File: src/rtl/core/smtw_div.sv
// bit-serial restoring divider, one quotient bit per cycle
// 32-bit dividend by 16-bit divisor, no package dependencies
module smtw_div (
  input  logic        clk_i,
  input  logic        rst_ni,
  input  logic        start_i,
  input  logic [31:0] dividend_i,
  input  logic [15:0] divisor_i,
  output logic        done_o,
  output logic [31:0] quotient_o
);

  logic [31:0] dq_q, dq_d;
  logic [15:0] rem_q, rem_d;
  logic [15:0] dv_q;
  logic [5:0]  cnt_q, cnt_d;
  logic        busy_q, busy_d, done_q, done_d;
  logic [16:0] rem_sh;
  logic        geq;

  assign rem_sh = {rem_q, dq_q[31]};
  assign geq    = rem_sh >= {1'b0, dv_q};

  always_comb begin
    dq_d   = dq_q;
    rem_d  = rem_q;
    cnt_d  = cnt_q;
    busy_d = busy_q;
    done_d = 1'b0;
    if (start_i) begin
      dq_d   = dividend_i;
      rem_d  = '0;
      cnt_d  = '0;
      busy_d = 1'b1;
    end else if (busy_q) begin
      rem_d = geq ? 16'(rem_sh - {1'b0, dv_q}) : rem_sh[15:0];
      dq_d  = {dq_q[30:0], geq};
      cnt_d = cnt_q + 6'd1;
      if (cnt_q == 6'd31) begin
        busy_d = 1'b0;
        done_d = 1'b1;
      end
    end
  end

  always_ff @(posedge clk_i or negedge rst_ni) begin
    if (!rst_ni) begin
      busy_q <= 1'b0;
      done_q <= 1'b0;
      cnt_q  <= '0;
    end else begin
      busy_q <= busy_d;
      done_q <= done_d;
      cnt_q  <= cnt_d;
    end
  end

  always_ff @(posedge clk_i) begin
    dq_q  <= dq_d;
    rem_q <= rem_d;
    // zero bucket length counts as one
    if (start_i) dv_q <= (divisor_i == '0) ? 16'd1 : divisor_i;
  end

  assign done_o     = done_q;
  assign quotient_o = dq_q;

endmodule

File: config.mk
export PLATFORM = sky130hd
export DESIGN_NAME = smtw_div
export DESIGN_NICKNAME = d
export VERILOG_FILES = /design/src/rtl/core/smtw_div.sv
export SDC_FILE = /design/constraint.sdc
export NUM_CORES = 1
export LEC_CHECK = 0
export BUFFER_PORTS_ARGS = -buffer_cell sky130_fd_sc_hd__buf_2
export CAP_MARGIN = 30
export CELL_PAD_IN_SITES_DETAIL_PLACEMENT = 1
export CELL_PAD_IN_SITES_GLOBAL_PLACEMENT = 1
export CORE_ASPECT_RATIO = 0.5
export CORE_MARGIN = 2
export CORE_UTILIZATION = 38
export DETAILED_ROUTE_END_ITERATION = 12
export GPL_TIMING_DRIVEN = 0
export PLACE_DENSITY_LB_ADDON = 0.1
export SYNTH_ARGS = -nofsm -noshare
export SYNTH_HDL_FRONTEND = slang
export SYNTH_SLANG_ARGS = --single-unit
File: constraint.sdc
create_clock -name clk_i -period 2.1 [get_ports clk_i]
set_input_delay 0.21 -clock clk_i [delete_from_list [all_inputs] [get_ports clk_i]]
set_output_delay 0.21 -clock clk_i [all_outputs]
set_load 0.03 [all_outputs]
* After elaboration in Yosys (flattened, before gate mapping)
Index checks and enable logic that the tools add are counted.
** Word-level totals
- Bits in registers :: 72
- Input port bits :: 51
- Logic and storage cells :: 23
- Output and inout port bits :: 33
** Cells by class
- Add/sub/neg operators :: 2
- Equal/unequal tests :: 1
- Reductions and logical operators :: 2
- Order comparisons :: 1
- Mux-type cells :: 11
** Operators by type and width (count)
- $mux 32 :: 2
- $ge 17x16->1 :: 1
- $logic_not 16->1 :: 1
- $mux 16 :: 1
- $sub 16x16->16 :: 1
- $mux 6 :: 2
- $add 6x1->6 const B :: 1
- $eq 6x5->1 const B :: 1
- $mux 1 :: 6
- $reduce_bool 2->1 :: 1

* Depth between registers and ports, before layout
Gate-level depths: netlist (run 1).
- Depth in word-level cells :: 4
- Mapped depth :: 11
- Mapped depth without buffers :: 9

* Worst setup path after synthesis (run 1)
No wires, ideal clock.
- Path type :: reg2reg
- From :: register dq_q[31], in the netlist quotient_o[31]
- To :: register rem_q[12]
- Required time :: 2013 ps
- Data arrival time :: 2305 ps
- Path slack :: -292 ps
- Setup time :: 87 ps
- Cell stages (with the launch flop) :: 10
- Period minus slack after synthesis :: 2392 ps
- Buffers on the path :: 0
- Path through :: edfxtp_1 -> inv_1 -> ha_1 -> fa_1 -> nand2b_1 -> a21oi_1 -> a31oi_1 -> a2111oi_0 -> a311oi_1 -> o31ai_1
** On the way
- Cells in the longest elaborated chain, start to end :: 2
- Elaborated cells on any way between the ends :: 3
- Those cells by class :: 1 x add/sub; 1 x order compare; 1 x mux
** RTL lines
- from (decl) :: RTL line 13 : logic [31:0] dq_q, dq_d;
- from (signal assigned) :: RTL line 59 : dq_q <= dq_d;
- $sub 16x16->16 or $ge 17x16->1 (tied branches) :: RTL line 36, 22
- $mux 16 (*) :: RTL line 36 : rem_d = geq ? 16'(rem_sh - {1'b0, dv_q}) : rem_sh[15:0];
- to (signal assigned) :: RTL line 60 : rem_q <= rem_d;
- to (decl) :: RTL line 14 : logic [15:0] rem_q, rem_d;
Mark *: on every way between the ends. The rest lies on a longest branch, timed or not.
A chain may end at the register's enable or synchronous reset.

* Worst setup path in the final report (run 1)
- From :: register dv_q[0]
- To :: register rem_q[8]
** On the way
- Cells in the longest elaborated chain, start to end :: 2
- Elaborated cells on any way between the ends :: 3
- Those cells by class :: 1 x add/sub; 1 x order compare; 1 x mux
** RTL lines
- from (decl) :: RTL line 15 : logic [15:0] dv_q;
- from (signal assigned) :: RTL line 62 : if (start_i) dv_q <= (divisor_i == '0) ? 16'd1 : divisor_i;
- $sub 16x16->16 or $ge 17x16->1 (tied branches) :: RTL line 36, 22
- $mux 16 (*) :: RTL line 36
Marks and branches as above.

==> results of run 1 <==
layout by cell type, fill, tap and decap left out, types with 5 or more instances in the layout:
| cell type | instances |
|---|---|
| dfxtp_1 | 13 |
| clkbuf_16 | 9 |
| dfrtp_1 | 8 |
| a21oi_1 | 9 |
| edfxtp_1 | 48 |
| nand2_1 | 25 |
| mux2_2 | 31 |
| a311oi_2 | 5 |
| xnor2_1 | 9 |
| buf_4 | 13 |
| ha_4 | 5 |
| clkbuf_1 | 23 |
| nor2_1 | 26 |
| buf_2 | 83 |
| nand2_2 | 5 |
| inv_1 | 19 |
| o21ai_0 | 8 |
| ha_1 | 8 |
| and3_1 | 7 |
| a21oi_4 | 5 |
layer usage:
layer | up-vias | global-route usage | share of wire
li1 | 1557 | - | -
met1 | 1628 | 0.282 | 0.47
met2 | 105 | 0.349 | 0.46
met3 | 15 | 0.0599 | 0.060
met4 | 0 | 0.0566 | 0.012
met5 | - | 0 | 0
layout make-up:
class,instances,area share
Buffer,32,0.0307
Clock buffer,10,0.0422
Clock inverter,6,0.0127
Inverter,22,0.0152
Multi-Input combinational cell,239,0.393
Sequential cell,72,0.362
Tap cell,140,0.0323
Timing Repair Buffer,101,0.112
repair_timing:
action	CTS	global route
gates cloned	2	0
endpoints found under the hold margin	8	0
pin swaps	16	24
buffers inserted	10	5
resized for setup	42	52
hold buffers	1	0
endpoints found under the setup margin	38	38
sequential cells by signal, indices dropped and copies added, names as in the netlist:
register	cells
busy_q	1
quotient_o	32
rem_q	16
cnt_q	6
done_o	1
dv_q	16
power groups by stage:
| stage | logic, mW | clock network (mW) | registers (mW) |
|---|---|---|---|
| after floorplan | 0.274 | 0 | 1.83 |
| after global placement | 0.582 | 0 | 1.70 |
| after detailed placement | 0.605 | 0 | 1.70 |
| after CTS | 0.660 | 1.56 | 1.68 |
| after global routing | 0.750 | 1.64 | 1.69 |
| final | 0.696 | 1.54 | 1.68 |
kinds of logic (layout without fill, tap and decap cells):
kind of cell / after synthesis / after routing / synth area share
multiplexers: 34 / 34 / 0.0981
flip-flops: 72 / 72 / 0.501
AO/OA/AOI/OAI: 79 / 79 / 0.145
AND/OR/NAND/NOR: 95 / 95 / 0.111
XOR/XNOR: 13 / 13 / 0.0291
adder cells (fa/ha/maj): 18 / 18 / 0.0594
buffers and inverters: 54 / 171 / 0.0559
per-stage QoR:
stage	area, µm²	worst slack (ns)	std cells	TNS [ns]
after floorplan	3970	-0.119	365	-1.15
after global placement	4560	-0.672	588	-25.42
after detailed placement	4590	-0.391	589	-15.80
after CTS	5200	-0.225	618	-1.62
after global routing	5430	-0.319	622	-3.36
final	5430	-0.237	622	-1.63
worst paths after layout:
kind | to | startpoint | slack (ns)
worst max register to register | rem_q[8] | dv_q[0] | -0.24
max in group asynchronous | busy_q | rst_ni | 1.69
worst min-delay path | dv_q[0] | divisor_i[0] | 0.13
worst max-delay path | rem_q[8] | dv_q[0] | -0.24
worst min register to register | done_o | cnt_q[5] | 0.49
min in group asynchronous | cnt_q[5] | rst_ni | 0.24
==> reports/metrics.cfg, run 1 <==
[outcome]
status=complete, but fails checks
violations=negative setup slack

[sta]
fin_skew_ns=0.00524
hold_slack_ns=0.130
period_needed_ns=2.34
grt_setup_unrepaired=true
relSlewSlack=0.509
final.setup.worst_slack_ns=-0.237
final_max_slew_viol_count=0
finalHoldViolCount=0
tightestPinTransition_ns=0.737
fmax_mhz=428
setup_viol=15
min_period_over_period=1.11

[die]
die-width_um=148
core.rowCount=26
die_height_um=75.8
die_area_mm2=0.0112
io_pins=84
initial_core_util=0.387
core_area_mm2=0.0101

[critical_path]
crit_fanout=3
critPathRequiredTime_ns=2.39
start_kind=flop
crit_cells=9
critPathBufInv=1
critPathKind=flop to flop
critPathArrivalTime_ns=2.62
reg2reg_depth=9
crit_chain=ha_4 -> fa_2 -> nand2b_4 -> a21oi_4 -> buf_4 -> a221oi_1 -> xor2_1 -> a311oi_1 -> o31a_1
critPathMaxStageDelay_ns=0.47
crit_path_end_kind=flop
crit_slowest_cell=edfxtp_1
crit_family=compound AO/OA/AOI/OAI gates

[synth]
netlist_area_mm2=0.00392
async_flop_share=0.111
yosysWarnings=0
ys.flop_type=edfxtp_1
yosysSeqAreaShare=0.501
netlist_instances=365
synth_top_area_cell=edfxtp_1
synthTopCellsByCount=edfxtp_1 (48), nand2_1 (33), mux2_2 (31)
synth_top_cell_area_share=0.368
synth_edf_count=48
synthTopCellsByArea=edfxtp_1 (37%), mux2_2 (8.9%), dfxtp_1 (8.2%)
yosysMostFrequentCell=edfxtp_1
synth_nets=434
yosys.cell_types.count=57
ys_seq_elements=72
avgSynthCellArea_um2=10.7

[cts]
worstSkewPairLatency_ns=0.34
htree_num_levels=3
numCtsBuffers=9
cts_root_buf=clkbuf_16
cts.reportedPaths.clkPinSlew_ns=0.06
cts_sinks=72
clockBufferDepth=2
tritoncts=yes

[grt]
grt_pass1_wl_um=18100
gr-usage-all-layers=0.212
grt_pass1_vias=3407
gr-total-overflow=0
grt_max_degree=22
antenna_found_initial=0

[power]
leakage_nw=2.23
comb_power_share=0.178
p_seq_frac=0.429
power.share.clock=0.394
switching_share=0.276
ir_drop_mv=0.411
power.density_mw_per_mm2=721
intPower_mw=2.83
power_mw=3.91
p_sw_mw=1.08

[flow_run]
drv_cap=0

[drt]
firstDrtPassIters=4
ant_nets=0
dr.first_iter.drc_count=106
wl_per_cell_um=18.5
drt-vias-per-instance=5.31
drt_wl_total_um=11500
dr_total_vias=3305
drc=0

[layout]
post-route-util=0.537
fillers=1127
multi_input_area_mm2=0.00214
antenna_cells=0
areaGrowthSynthToFinish_pct=38.6
fin_nets=546
drive_above_1_share=0.452
regArea_mm2=0.00197

[worst_hold_path]
hold_path_class=input pin to flop
hold_depth=2

[place]
io_buffers=83
gp_congestion=0.851
dpl.hpwl_um=8230

Note: power is estimated with default switching activity, not from simulation.
==> run 2: changes to the inputs <==
--- a/config.mk
+++ b/config.mk
@@ -15,5 +15,5 @@
 export DETAILED_ROUTE_END_ITERATION = 12
 export GPL_TIMING_DRIVEN = 0
-export PLACE_DENSITY_LB_ADDON = 0.1
+export PLACE_DENSITY = 0.75
 export SYNTH_ARGS = -nofsm -noshare
 export SYNTH_HDL_FRONTEND = slang
==> constraint.sdc (replaced) <==
create_clock -name clk_i -period 2.1 [get_ports clk_i]
set_input_delay 0.105 -clock clk_i [delete_from_list [all_inputs] [get_ports clk_i]]
set_output_delay 0.105 -clock clk_i [all_outputs]
set_load 0.03 [all_outputs]
==> reports/metrics.cfg, run 2 (synthesized netlist as in run 1, its figures left out) <==
[grt]
grt_pass1_wl_um=18400  ; +1.8%
gr-total-overflow=0  ; unchanged
grt_max_degree=18  ; -18%
gr-usage-all-layers=0.218  ; +0.00517
grt_pass1_vias=3521  ; +3.3%
antenna_found_initial=0  ; unchanged

[drt]
dr.first_iter.drc_count=176  ; +66%
drt-vias-per-instance=5.33  ; +0.38%
drc=0  ; unchanged
wl_per_cell_um=19.8  ; +6.6%
dr_total_vias=3371  ; +2.0%
drt_wl_total_um=12500  ; +8.3%
ant_nets=0  ; unchanged
firstDrtPassIters=4  ; unchanged

[critical_path]
crit_path_end_kind=flop
crit_fanout=4  ; +1
crit_slowest_cell=edfxtp_1
reg2reg_slack_ns=-0.21  ; +0.03 ns
critPathMaxStageDelay_ns=0.41  ; -0.06 ns
critPathRequiredTime_ns=2.38  ; about the same
reg2reg_to=rem_q[8]
rr_startpoint=dv_q[0]
crit_family=compound AO/OA/AOI/OAI gates
reg2reg_depth=9  ; unchanged
crit_chain=ha_4 -> fa_2 -> nand2b_4 -> a21oi_4 -> buf_4 -> a221oi_2 -> xor2_1 -> a311oi_2 -> o31a_1
critPathBufInv=1  ; unchanged
critPathArrivalTime_ns=2.59  ; -0.03 ns
start_kind=flop
critPathKind=flop to flop

[cts]
clockBufferDepth=2  ; unchanged
htree_num_levels=3  ; unchanged
numCtsBuffers=9  ; unchanged
tritoncts=yes
cts.reportedPaths.clkPinSlew_ns=0.06  ; about the same
cts_sinks=72  ; unchanged
cts_root_buf=clkbuf_16
worstSkewPairLatency_ns=0.34  ; about the same

[die]
io_pins=84  ; unchanged
die-width_um=148  ; unchanged
die_area_mm2=0.0112  ; unchanged
die_height_um=75.8  ; unchanged
core.rowCount=26  ; unchanged
initial_core_util=0.387  ; unchanged
core_area_mm2=0.0101  ; unchanged

[layout]
drive_above_1_share=0.465  ; +0.0132
fin_area_mm2=0.00556  ; +2.4%
antenna_cells=0  ; unchanged
areaGrowthSynthToFinish_pct=41.9
fin_nets=556  ; +1.8%
largest_reg_flops=32  ; unchanged
layout_commonest_cell=buf_2
finalNonFillerCells=632  ; +1.6%
final_cell_mix=buf_2 (84), edfxtp_1 (48), mux2_2 (31), clkbuf_1 (27)

[sta]
final.setup.worst_slack_ns=-0.206  ; +0.0309 ns
setup_viol=17  ; +2
finalHoldViolCount=0  ; unchanged
period_needed_ns=2.31  ; -0.0309 ns
final_max_slew_viol_count=0  ; unchanged
fin_skew_ns=0.00650  ; +0.00126 ns
fin_tns_setup_ns=-1.92  ; -0.288 ns
tightestPinTransition_ns=0.754  ; +0.0173 ns
fmax_mhz=434  ; +1.3%
relSlewSlack=0.497  ; -0.0115
grt_setup_unrepaired=true
min_period_over_period=1.10  ; -0.0147

[outcome]
violations=negative setup slack
status=complete, but fails checks

[place]
dpl.hpwl_um=7830  ; -4.9%
dpl_worst_slack_ns=-0.421  ; -0.0303 ns
gp_congestion=0.796  ; -6.5%
placedCellCount=589  ; unchanged
io_buffers=83  ; unchanged
postPlaceCellArea_mm2=0.00459  ; unchanged

[worst_hold_path]
min_from=divisor_i[6]
min_to=dv_q[6]
hold_path_class=input pin to flop
hold_depth=2  ; unchanged

[power]
leakage_nw=2.27  ; +2.1%
power.density_mw_per_mm2=725  ; +0.51%
ir_drop_mv=0.488  ; +19%

[flow_run]
drv_cap=0  ; unchanged

==> run 2: cell types whose count changed in the layout (fill, tap and decap cells not counted), moves of 3 or more <==
cell	delta
ha_4	+5
buf_4	+8
buf_6	+4
clkbuf_1	+4
ha_1	-3
==> run 2: worst reg2reg max path, cell delays in order, from the launching register on <==
cell	delay, ns
edfxtp_1	0.41
ha_4	0.19
fa_2	0.34
nand2b_4	0.17
a21oi_4	0.20
buf_4	0.15
a221oi_2	0.06
xor2_1	0.22
a311oi_2	0.32
o31a_1	0.18
==> run 2: timing repair <==
action / in CTS / in global routing
pin swaps: 27 / 18
hold endpoints to repair: 8 / 0
resized for setup: 68 / 32
setup buffers: 15 / 10
gates cloned: 3 / 0
setup endpoints to repair: 49 / 34
hold buffers: 1 / 0
==> run 2: layout make-up <==
| type | instances | area, µm² |
|---|---|---|
| timing repair buffer | 112 | 672 |
| inverter | 22 | 82.6 |
| sequential | 72 | 1960 |
| clock buffer | 12 | 236 |
| tap | 140 | 175 |
| buffer | 31 | 160 |
| fill | 1086 | 4560 |
| multi-input combinational | 239 | 2200 |
| clock inverter | 4 | 71.3 |
==> run 2: routing by layer <==
layer | vias to the layer above | share of wire | global-route usage
li1 | 1580 | - | -
met3 | 22 | 0.051 | 0.0581
met4 | 0 | 0.020 | 0.0726
met2 | 75 | 0.50 | 0.391
met5 | - | 0 | 0
met1 | 1694 | 0.43 | 0.262
==> run 2: report_power, final <==
group	internal, mW	switching [mW]	leakage, nW
registers	1.63	0.0553	0.732
logic	0.300	0.430	1.40
clock network	1.04	0.580	0.144
==> run 2: worst max path at each step <==
stage,endpoint,slack (ns),depth (start not counted),from
final,rem_q[8],-0.21,9,dv_q[0]
after global placement,quotient_o[8],-0.70,5,start_i
after global routing,rem_q[8],-0.31,9,dv_q[0]
after detailed placement,quotient_o[5],-0.42,6,start_i
after floorplan,rem_q[1],-0.12,9,quotient_o[31]
after CTS,rem_q[0],-0.13,9,dv_q[14]
==> run 2: stage by stage <==
| step | power, mW | hold WS (ns) | util |
|---|---|---|---|
| floorplan | 2.10 | -0.191 | - |
| global placement | 2.28 | -0.0463 | 0.451 |
| detailed placement | 2.30 | -0.0433 | 0.453 |
| CTS | 4.00 | 0.0229 | 0.529 |
| global route | 4.16 | 0.0476 | 0.549 |
| finish | 4.03 | 0.0405 | 0.549 |
