**src/rtl/core/smtw_pkg.sv**
```systemverilog
// shared types and constants for the sliding min/max trend window
// no dependencies
package smtw_pkg;

  localparam int unsigned DEF_COLUMNS = 64;
  localparam int unsigned APB_AW      = 1;

  localparam logic [APB_AW-1:0] REG_BUCKET_ADDR = '0;
  localparam logic [15:0]       BUCKET_RESET    = 16'd60;

  localparam logic signed [15:0] EMPTY_MARK = 16'sh8000;
  localparam logic signed [15:0] READ_MAX   = 16'sd32767;
  localparam logic signed [15:0] READ_MIN   = -16'sd32767;

  typedef enum logic [1:0] {
    MODE_ADD    = 2'd0,
    MODE_ANCHOR = 2'd1,
    MODE_CLEAR  = 2'd2,
    MODE_UNUSED = 2'd3
  } mode_e;

  typedef enum logic [1:0] {
    ST_OK         = 2'd0,
    ST_NO_CLOCK   = 2'd1,
    ST_TOO_OLD    = 2'd2,
    ST_ANCHOR_IGN = 2'd3
  } status_e;

  typedef struct packed {
    logic clear;
    logic move;
    logic write;
  } cell_ctrl_t;

endpackage

```
**src/rtl/core/smtw_cell.sv**
```systemverilog
// one trend column: min and max register, takes its neighbor's pair on a move
// depends on smtw_pkg
module smtw_cell
  import smtw_pkg::*;
#(
  parameter int unsigned IW  = 6,
  parameter int unsigned IDX = 0
) (
  input  logic                clk_i,
  input  logic                rst_ni,
  input  cell_ctrl_t          ctrl_i,
  input  logic [IW-1:0]       wr_idx_i,
  input  logic signed [15:0]  wr_data_i,
  input  logic signed [15:0]  nb_low_i,
  input  logic signed [15:0]  nb_high_i,
  output logic signed [15:0]  low_o,
  output logic signed [15:0]  high_o
);

  logic signed [15:0] low_q, low_d, high_q, high_d;
  logic               hit;

  assign hit = ctrl_i.write && (wr_idx_i == IW'(IDX));

  always_comb begin
    low_d  = low_q;
    high_d = high_q;
    if (ctrl_i.clear) begin
      low_d  = EMPTY_MARK;
      high_d = EMPTY_MARK;
    end else if (ctrl_i.move) begin
      low_d  = nb_low_i;
      high_d = nb_high_i;
    end else if (hit) begin
      if (low_q == EMPTY_MARK) begin
        low_d  = wr_data_i;
        high_d = wr_data_i;
      end else begin
        if (wr_data_i < low_q)  low_d  = wr_data_i;
        if (wr_data_i > high_q) high_d = wr_data_i;
      end
    end
  end

  always_ff @(posedge clk_i or negedge rst_ni) begin
    if (!rst_ni) begin
      low_q  <= EMPTY_MARK;
      high_q <= EMPTY_MARK;
    end else begin
      low_q  <= low_d;
      high_q <= high_d;
    end
  end

  assign low_o  = low_q;
  assign high_o = high_q;

endmodule

```
**config.mk**
```make
export PLATFORM = sky130hd
export DESIGN_NAME = smtw_cell
export DESIGN_NICKNAME = d
export VERILOG_FILES = /design/src/rtl/core/smtw_pkg.sv /design/src/rtl/core/smtw_cell.sv
export SDC_FILE = /design/constraint.sdc
export NUM_CORES = 1
export LEC_CHECK = 0
export ABC_AREA = 1
export BUFFER_PORTS_ARGS = -buffer_cell sky130_fd_sc_hd__clkbuf_2
export CAP_MARGIN = 20
export CORE_UTILIZATION = 50
export CTS_BUF_LIST = sky130_fd_sc_hd__clkbuf_4 sky130_fd_sc_hd__clkbuf_8
export CTS_CLUSTER_SIZE = 24
export DETAILED_ROUTE_END_ITERATION = 8
export GPL_TIMING_DRIVEN = 0
export PLACE_DENSITY_LB_ADDON = 0.05
export SYNTH_ARGS = -nofsm -noshare
export SYNTH_HDL_FRONTEND = slang
export SYNTH_SLANG_ARGS = --single-unit
export TNS_END_PERCENT = 5
```
**constraint.sdc**
```tcl
create_clock -name clk_i -period 4.5 [get_ports clk_i]
set_input_delay 0.225 -clock clk_i [delete_from_list [all_inputs] [get_ports clk_i]]
set_output_delay 0.225 -clock clk_i [all_outputs]
set_load 0.05 [all_outputs]
```
# Yosys cells after proc, flatten, opt, wreduce, memory -nomap -nowiden
# Cells that the tools add are included.
# W data, S select, Z words.
# totals
ff_bits,32
input_bits,59
out_inout_bits,32
elab_cells,22
# op_classes
order_cmp,2
eq_ne,1
n_mux,10
n_reduce_logical,7
# ops
cell,n
$mux W16,10
$eq A16 B16 Y1 const B,1
$gt A16 B16 Y1,1
$lt A16 B16 Y1,1
$reduce_bool A4 Y1,2
$logic_not A6 Y1,1
$reduce_and A2 Y1,2
$reduce_bool A3 Y1,1
$logic_and A1 B1 Y1,1

# Depth between registers and ports, before layout
# Gate-level depths: netlist of run 1.
# depth
ltp_word,6
ltp_mapped,17
ltp_nobuf,16

# Worst setup path before layout of run 1
# OpenSTA, ideal clock, no wires.
# synth_timing
kind,reg-to-reg
start,"reg high_q[15], in the netlist high_o[15]"
end,"reg high_q[0], in the netlist high_o[0]"
setup_time_ns,0.119
arrival_ns,2.030
t_required_ns,4.381
setup_slack_ns,2.350
path_stages_with_launch,15
n_path_buf,1
synth_period_minus_slack_ns,2.150
cell_sequence,dfstp_2 -> inv_1 -> ha_1 -> nand2_1 -> nor3_2 -> nand2_1 -> nand2_1 -> nand2_1 -> nand2_1 -> nand2_2 -> nand2_4 -> nand2_4 -> buf_6 -> nand2_1 -> nand2_1
# synth_via
elab_chain_cells,3
# synth_lines
item,line_no,rtl
start: declaration,smtw_cell.sv:20,"logic signed [15:0] low_q, low_d, high_q, high_d;"
start signal: assignment,smtw_cell.sv:51,high_q <= high_d;
$gt A16 B16 Y1,smtw_cell.sv:40,if (wr_data_i > high_q) high_d = wr_data_i;
$reduce_bool A4 Y1 (no line),-,
$reduce_and A2 Y1 (no line),-,
# Every way passes these cells.
# A chain may end at the register's enable or synchronous reset.

# Final worst setup path of run 1
# layout_timing
start,"reg high_q[15], in the netlist high_o[15]"
end,"reg high_q[7], in the netlist high_o[7]"
# The elaborated chain is that of the path after synthesis.

==> impl_summary.md, run 1 <==
Global routing
In the global route stage, met2 resource usage came out at 48.05%. In the global route stage, overall resource usage came out at 29.61%. Summed over all layers, the global routing overflow is 0. The largest net degree at the start of global routing is 33. The global routing usage on met3 is 4.016%. met2 is the most crowded layer.

The number of global-route vias before repair is 2562. The initial antenna violation count is 0. For met1 alone, demand over resource in global routing was 41.26%.

The wire length of the first global-routing pass is 12.12 mm.

Clock network
The clock tree from TritonCTS is yes. After clock tree synthesis, the clock-pin slew on the worst setup and hold paths is 0.08 ns. The clock latency on the worst-skew pair is 0.29 ns. Counting the buffers created by CTS gives 5. The largest buffer count on any clock path is 2.

The post-CTS resize count is 0. For this design, the sink count on the clock tree is 32. The H-tree was split into 2 levels. The buffer type at the clock tree root is sky130_fd_sc_hd__clkbuf_8. The total setup buffers inserted after CTS is 0. The number of hold buffers added after cts is 0.

Finish
The antenna diode instance count is 0. Counting the fill cells in the layout gives 483. At the end of the flow the core is filled with cells to 64.18%.

The flip-flop and latch area is 803.3 µm². In the final layout, the share of cells above drive strength 1 is 26.80%. The multi-input combinational cells in the finished layout cover a total of 0.001587 mm².

Relative to the synthesized area, the layout overhead comes to 23.41%. The layout net count is 574.

Setup path
The worst setup path is captured at a register. The worst register-to-register path has a depth of 14. In this run the register-to-register setup slack is 2.27 ns. The reg-to-reg startpoint is high_o[15]. Data arrives at the worst endpoint at 2.41 ns. In this run the worst path has a maximum fanout of 10. STA classifies the critical path startpoint as a register. The worst endpoint required time is 4.68 ns.

The category of the most critical setup path is reg2reg. The endpoint of the lowest-slack register-to-register path is high_o[7].

Placement
After legalization and detailed placement, the total HPWL measured 5.858 mm. The congestion estimate from routability-driven global placement came to 0.8508. The number of input and output port buffers inserted is 89.

The worst setup timing slack at the placement stage is 2.258 ns.

Route
The final routed DRC violation total is 0. Across all layers, the routed design uses 2896 vias. The detail route stage leaves a number of antenna-violating nets equal to 0. The number of violations reported at the end of detailed-routing iteration 0 is 237. The detailed-route vias per instance is 5.218. The total routed wirelength is 7.777 mm.

The first TritonRoute pass finished after 5 iterations. Dividing the detail-routed wire length by the instance count gives 14.01 µm.

Synth
For this run, the number of Yosys warnings is 0. The top flip-flop cell by instance count after synthesis is sky130_fd_sc_hd__dfrtp_1. The largest total area in the synthesized netlist belongs to sky130_fd_sc_hd__dfrtp_1. The post-synthesis register bit count is 32.

The cell with the most instances after synthesis is sky130_fd_sc_hd__nand2_1. The summed instance area of the synthesized netlist is 0.002656 mm². After synthesis, the most frequently instantiated cells are 140 x sky130_fd_sc_hd__nand2_1, 46 x sky130_fd_sc_hd__inv_1, 41 x sky130_fd_sc_hd__a21oi_1. The fraction of synthesized cell area taken by the top area cell type is 28.26%. Averaged over all synthesized cells, the footprint is 6.846 µm². For this run, the register share of the synthesized area comes to 30.24%. Synthesis produced a netlist with a net count of 478.

For this run, asynchronously set or reset flops after synthesis account for 100.0%. The netlist uses 25 different library cells. By area the synthesized netlist is led by sky130_fd_sc_hd__dfrtp_1 28%, sky130_fd_sc_hd__nand2_1 20%, sky130_fd_sc_hd__ha_1 15%. The synthesized design contains 0 enable-type register cells. Synthesis produced a netlist whose cell count is 388.

Pwr
The total power is 1125 µW. The analysis attributes to cell leakage a power of 0.001892 µW. The maximum vdd drop is 0.1816 mV. Power spread over the standard cell area amounts to 343.2 mW/mm².

Timing
The clock period could shrink to 2.230 ns. The max-slew violation total from the final report is 0. Setup violations remaining at the end of the flow were counted as 0. Static timing analysis puts the maximum clock frequency at 448.5 MHz. The worst pin sits at a relative slew slack of 41.33%.

The share of the cycle needed by the critical path after routing is 49.55%. The clock arrives with 0.008043 ns of skew. The smallest setup slack after layout is 2.270 ns. Setup repair after global routing left no endpoint under its margin. For the pin with the worst max-slew slack, the measured transition is 0.8800 ns. The number of hold-slack violations in the final timing report is 0. Setup total negative slack on the finished layout was measured at 0 ns.

Run
The count of maximum capacitance violations is 0.

Die
In this run the count of I/O pins placed on the die edge is 91. The area of the core region is 0.005107 mm². From bottom edge to top edge, the die measures 74.89 µm. The initialized floorplan defines 26 standard-cell rows. The initial utilization of the core area, before any placement, comes to 52.01%. The total die area is 0.005608 mm². The width of the chip is 74.89 µm.

Status
The flow ran to the end, and the final reports show no timing, DRC or antenna violations.

Min path
In this run the worst hold path is classified as in2async.
[kinds of logic after synthesis]
family | count (synthesis) | share of synthesized area, %
buffers and inverters | 64 | 10.03
AND/OR/NAND/NOR | 214 | 35.75
AO/OA/AOI/OAI | 47 | 9.374
flip-flops | 32 | 30.24
adder cells (fa/ha/maj) | 31 | 14.60
[power breakdown]
group / leakage (µW) / internal, µW / switching, µW / total [µW]
clock: 0.0000491 / 121 / 116 / 237
sequential: 0.000414 / 330 / 38.1 / 368
combinational: 0.00143 / 154 / 366 / 520
[stage by stage]
step / cells / hold slack (ns) / instance area [µm²]
final: 555 / 0.04486 / 3278
after global routing: 555 / 0.1125 / 3278
after CTS: 555 / 0.06996 / 3278
after detailed placement: 547 / 0.3790 / 3189
after global placement: 547 / 0.3796 / 3189
after floorplan: 388 / -0.07059 / 2656
[worst max-delay path by stage]
| stage | to | slack (ns) | from |
|---|---|---|---|
| after floorplan | high_o[0] | 2.35 | high_o[15] |
| after global placement | high_o[3] | 2.26 | high_o[15] |
| after detailed placement | high_o[7] | 2.26 | high_o[15] |
| after CTS | high_o[7] | 2.25 | high_o[15] |
| after global routing | high_o[6] | 2.07 | high_o[15] |
| final | high_o[7] | 2.27 | high_o[15] |
[registers in the layout, indices dropped and copies added, names as in the netlist]
register  flops
low_o        16
high_o       16
[critical path, cell delays in order, from the launching register on]
cell and delay [ns]:
sky130_fd_sc_hd__dfstp_2 0.55, sky130_fd_sc_hd__inv_1 0.04, sky130_fd_sc_hd__ha_1 0.31, sky130_fd_sc_hd__nand2_1 0.11, sky130_fd_sc_hd__nor3_2 0.24, sky130_fd_sc_hd__nand2_1 0.10, sky130_fd_sc_hd__nand2_1 0.06, sky130_fd_sc_hd__nand2_1 0.04
sky130_fd_sc_hd__nand2_1 0.06, sky130_fd_sc_hd__nand2_2 0.07, sky130_fd_sc_hd__nand2_4 0.14, sky130_fd_sc_hd__nand2_4 0.11, sky130_fd_sc_hd__buf_6 0.16, sky130_fd_sc_hd__nand2_1 0.06, sky130_fd_sc_hd__nand2_1 0.05
[cell usage in the layout (no fill, tap or decap), types with 6 or more instances in the layout]
cell	netlist	final
sky130_fd_sc_hd__ha_1	31	31
sky130_fd_sc_hd__nor2_1	6	6
sky130_fd_sc_hd__clkbuf_1	7	7
sky130_fd_sc_hd__nand2_1	140	140
sky130_fd_sc_hd__a21oi_1	41	41
sky130_fd_sc_hd__buf_2	6	6
sky130_fd_sc_hd__dfrtp_1	30	30
sky130_fd_sc_hd__inv_1	46	46
sky130_fd_sc_hd__nand2_2	11	11
sky130_fd_sc_hd__clkbuf_2	0	89
sky130_fd_sc_hd__nand3_1	39	39
[metal layers]
metal / share of wire (%) / vias to the layer above
met4: 1.1 / 0
li1: - / 1451
met2: 46 / 125
met1: 44 / 1312
met3: 8.5 / 8
met5: 0 / -
[layout make-up]
class | instances | share of cell area, %
repair buffers | 89 | 13.59
clock inverters | 1 | 0.1527
plain buffers | 16 | 2.634
clock buffers | 7 | 2.557
multi-input cells | 292 | 48.40
flip-flops and latches | 32 | 24.50
inverters | 48 | 5.496
well taps | 70 | 2.672
No activity file was read; power rests on OpenSTA's default activity.
==> run 2, diff against run 1 <==
ABC_AREA = 0   (was 1)
clock period = 2.1 ns   (was 4.5 ns; I/O delays follow)
==> impl_summary.md, run 2 <==
Global routing
The residual overflow from global routing is 0 (unchanged). The number of global-route vias before repair is 2321 (-9.4%). The wire length of the first global-routing pass came to 10.99 mm (-9.3%). The largest net degree at the start of global routing is 33 (unchanged). The initial antenna violation count was 0 (unchanged).

The aggregate global-route resource usage is 27.63% (-2.0 points).

Pwr
The leakage dissipation came to 0.001498 µW (-21%). The share of power burned in registers was 33.9% (+1.2 points). The power density over cell area was 665.1 mW/mm² (+94%). The internal power component was 1300 µW (+110%). The reported net switching power is 894.7 µW (+72%). The clock share of power is 22.7% (+1.6 points). The combinational fraction of design power is 43.4% (-2.8 points). The switching power as a share of total power was 40.77% (-5.5 points). The maximum vdd drop is 0.3990 mV (+120%).

Synth
The cell with the most instances after synthesis is sky130_fd_sc_hd__a21oi_1. The count of flip-flops with a built-in enable after synthesis is 0 (unchanged). The summed instance area of the synthesized netlist was 0.002544 mm² (-4.2%).

The count of synthesis-stage warnings from yosys is 0 (unchanged). Summed over all instances, the cell type with the most area after synthesis is sky130_fd_sc_hd__dfrtp_1. The net count after synthesis came to 355 (-26%). The post-synthesis register bit count is 32 (unchanged). The fraction of the yosys area taken by sequential cells was 31.58% (+1.3 points). In the post-synthesis netlist, the biggest area contributors are sky130_fd_sc_hd__dfrtp_1 30%, sky130_fd_sc_hd__ha_1 15%, sky130_fd_sc_hd__a21oi_1 7.9%. The synthesized instance count came to 265 (-32%). Sorting the synthesized cells by how often they occur yields 40 x sky130_fd_sc_hd__a21oi_1, 33 x sky130_fd_sc_hd__inv_1, 31 x sky130_fd_sc_hd__ha_1. The fraction of synthesized cell area taken by the top area cell type is 29.51% (+1.3 points).

The top flip-flop cell by instance count after synthesis is sky130_fd_sc_hd__dfrtp_1. The average footprint of a synthesized cell is 9.599 µm² (+40%). The number of unique standard cell types used by synthesis is 46 (+84%). The fraction of registers with async set/reset is 100.0% (unchanged).

Placement
The worst setup timing slack at the placement stage is -0.1618 ns (-2.420 ns). The final RePlAce weighted congestion is 0.8951 (+5.2%). The count of placed standard cells including taps was 422 (-23%). The HPWL reported at the end of detailed placement is 5.767 mm (-1.5%).

The total placed instance area is 0.003144 mm² (-1.4%). The number of input and output port buffers inserted is 90 (+1.1%).

Route
The total routed wirelength is 6.868 mm (-12%). The average routed wire per standard cell was 15.82 µm (+13%). The detailed-router iteration count before antenna repair is 4 (-1). The number of nets still failing antenna checks after routing was 0 (unchanged). The final routed DRC violation total is 0 (unchanged). The detailed-route vias per instance is 5.463 (+4.7%).

The number of violations reported at the end of detailed-routing iteration 0 came to 97 (-59%). The routed via count is 2371 (-18%).

Setup path
The worst register-to-register path begins at high_o[15]. The endpoint of the lowest-slack register-to-register path is high_o[4]. The signal on the critical path passes through inv_2 > ha_4 > nand4_1 > o41ai_2 > a31oi_2 > buf_4 > o21ai_4 > buf_6 > o2bb2ai_1.

The worst endpoint required time is 2.27 ns (-2.41 ns). The sum of buffers and inverters on the critical path is 3 (+1). The critical path is of the reg2reg type.

The setup slack on the worst flop-to-flop path was -0.10 ns (-2.37 ns). STA classifies the critical path endpoint as a register. The worst path arrival time is 2.37 ns (-0.04 ns). The count of cells along the worst register-to-register path is 9 (-5). The slowest cell on the critical path is sky130_fd_sc_hd__dfstp_2. The type of origin of the critical path is a register. The peak per-stage delay on the critical path was 0.54 ns (about the same). On the critical path the largest part of the delay comes from compound AO/OA/AOI/OAI gates. The highest fanout seen on the critical path is 10 (unchanged).

Min path
The start point of the worst min-delay path is nb_high_i[1]. In this run the worst hold path is classified as in2reg. The worst hold path was traced through 3 stages. The worst hold path terminates at high_o[1].

Clock network
The clock tree from TritonCTS is yes. The clock latency on the worst-skew pair is 0.29 ns (about the same). The number of buffers created by CTS is 5 (unchanged).

The number of clock sinks is 32 (unchanged). The H-tree level count is 2 (unchanged). In this run the clock root is driven by a sky130_fd_sc_hd__clkbuf_8. The clock-pin transition on the worst setup and hold timing paths is 0.07 ns (about the same). The largest buffer count on any clock path is 2 (unchanged).

Timing
The peak clock frequency supported by timing came to 454.0 MHz (+1.2%). The max-slew violation total from the final report came to 0 (unchanged). The share of the cycle needed by the critical path after routing came to 104.9% (+55 points). The actual transition at the worst max-transition pin is 0.8157 ns (-0.06430 ns). The minimum clock period after layout is 2.203 ns (-0.02703 ns). Setup repair after global routing could not meet its margin everywhere.

The smallest setup slack after layout came to -0.1028 ns (-2.373 ns). The smallest hold slack is 0.1069 ns (+0.06199 ns). The worst slew slack as a fraction of its limit came to 45.62% (+4.3 points). The number of hold-slack violations in the final timing report is 0 (unchanged). The number of endpoints failing setup at the final stage came to 19 (+19). The largest clock skew in the final design is 0.007083 ns (-0.0009600 ns).

Finish
The share of layout cells above drive strength 1 is 42.23% (+15 points). The area growth from synthesis to final layout is 29.71%. The layout net count is 456 (-21%). The top cell types in the final layout, fill and taps aside, are 90 x sky130_fd_sc_hd__clkbuf_2, 39 x sky130_fd_sc_hd__a21oi_1, 30 x sky130_fd_sc_hd__inv_1. The post-layout instance area is 0.003299 mm² (+0.65%). The final standard cell utilization of the core is 68.49% (+4.3 points). The final standard cell count with taps included and fillers excluded is 434 (-22%).

Leaving out fill and tap cells, the most frequent cell in the layout is sky130_fd_sc_hd__clkbuf_2. The antenna diode instance count is 0 (unchanged).

Run
The count of maximum capacitance violations is 0 (unchanged).

Die
The effective utilization at floorplan is 52.81% (+0.80 points). The die extent in y came to 73.33 µm (-2.1%). The total die area is 0.005377 mm² (-4.1%). The number of placement rows is 25 (-3.8%). The width of the chip is 73.33 µm (-2.1%). The total I/O pin count came to 91 (unchanged).

The area of the core region is 0.004817 mm² (-5.7%).

Status
The final reports fail on setup timing. The run finished, with violations left.
## run 2: how the worst max path moves through the flow
| stage | slack, ns | startpoint | cells past startpoint | endpoint |
|---|---|---|---|---|
| global route | -0.19 | high_o[15] | 9 | high_o[0] |
| global placement | -0.11 | high_o[15] | 9 | high_o[4] |
| floorplan | -0.12 | low_o[15] | 9 | low_o[10] |
| finish | -0.10 | high_o[15] | 9 | high_o[4] |
| detailed placement | -0.16 | high_o[15] | 9 | high_o[4] |
| CTS | -0.08 | high_o[15] | 10 | high_o[4] |
## run 2: kinds of logic after synthesis
| family | synth area share [%] |
|---|---|
| buffers and inverters | 7.722 |
| DFF | 31.58 |
| adders and majority gates | 15.25 |
| and+or+nand+nor | 15.20 |
| AOI/OAI and AO/OA | 29.46 |
| muxes | 0.7870 |
## run 2: worst register-to-register path, cell delays in order, from the launching register on
cell and delay (ns):
sky130_fd_sc_hd__dfstp_2 0.54, sky130_fd_sc_hd__inv_2 0.05, sky130_fd_sc_hd__ha_4 0.29, sky130_fd_sc_hd__nand4_1 0.19
sky130_fd_sc_hd__o41ai_2 0.30, sky130_fd_sc_hd__a31oi_2 0.05, sky130_fd_sc_hd__buf_4 0.17, sky130_fd_sc_hd__o21ai_4 0.23
sky130_fd_sc_hd__buf_6 0.18, sky130_fd_sc_hd__o2bb2ai_1 0.09
## run 2: area by class of cell
cell class              instances  area, µm²
clock buffers                   8      91.34
multi-input cells             189       1617
repair buffers                 94      483.0
inverters                      33      123.9
flip-flops and latches         32      820.8
well taps                      67      83.83
plain buffers                  11      80.08
fillers                       427       1518
## run 2: power by group through the flow
stage                     Clock (µW)  Combinational (µW)  Sequential, µW
after floorplan                    0                 436             981
after global placement             0                 912             752
after detailed placement           0                 925             755
after CTS                        513                 946             744
after global routing             531                1040             754
final                            498                 952             745
## run 2: what timing repair did
item | in CTS | in global routing
endpoints found under the hold margin | 30 | 0
buffers inserted | 3 | 0
pin swaps | 6 | 1
resized for setup | 3 | 5
endpoints found under the setup margin | 27 | 31
hold buffers | 1 | 0
## run 2: metrics by stage
stage	setup TNS, ns	power [µW]
floorplan	-2.272	1417
global placement	-1.633	1664
detailed placement	-2.367	1680
CTS	-0.7717	2204
global route	-2.990	2323
finish	-0.9080	2195
## run 2: metal layers
metal	share of wire, %	routed length, µm	global-route usage, %
met1	45	3077	36.84
met2	49	3396	46.60
met3	5.1	350	4.664
met4	0.63	43	7.051
met5	0	0	0
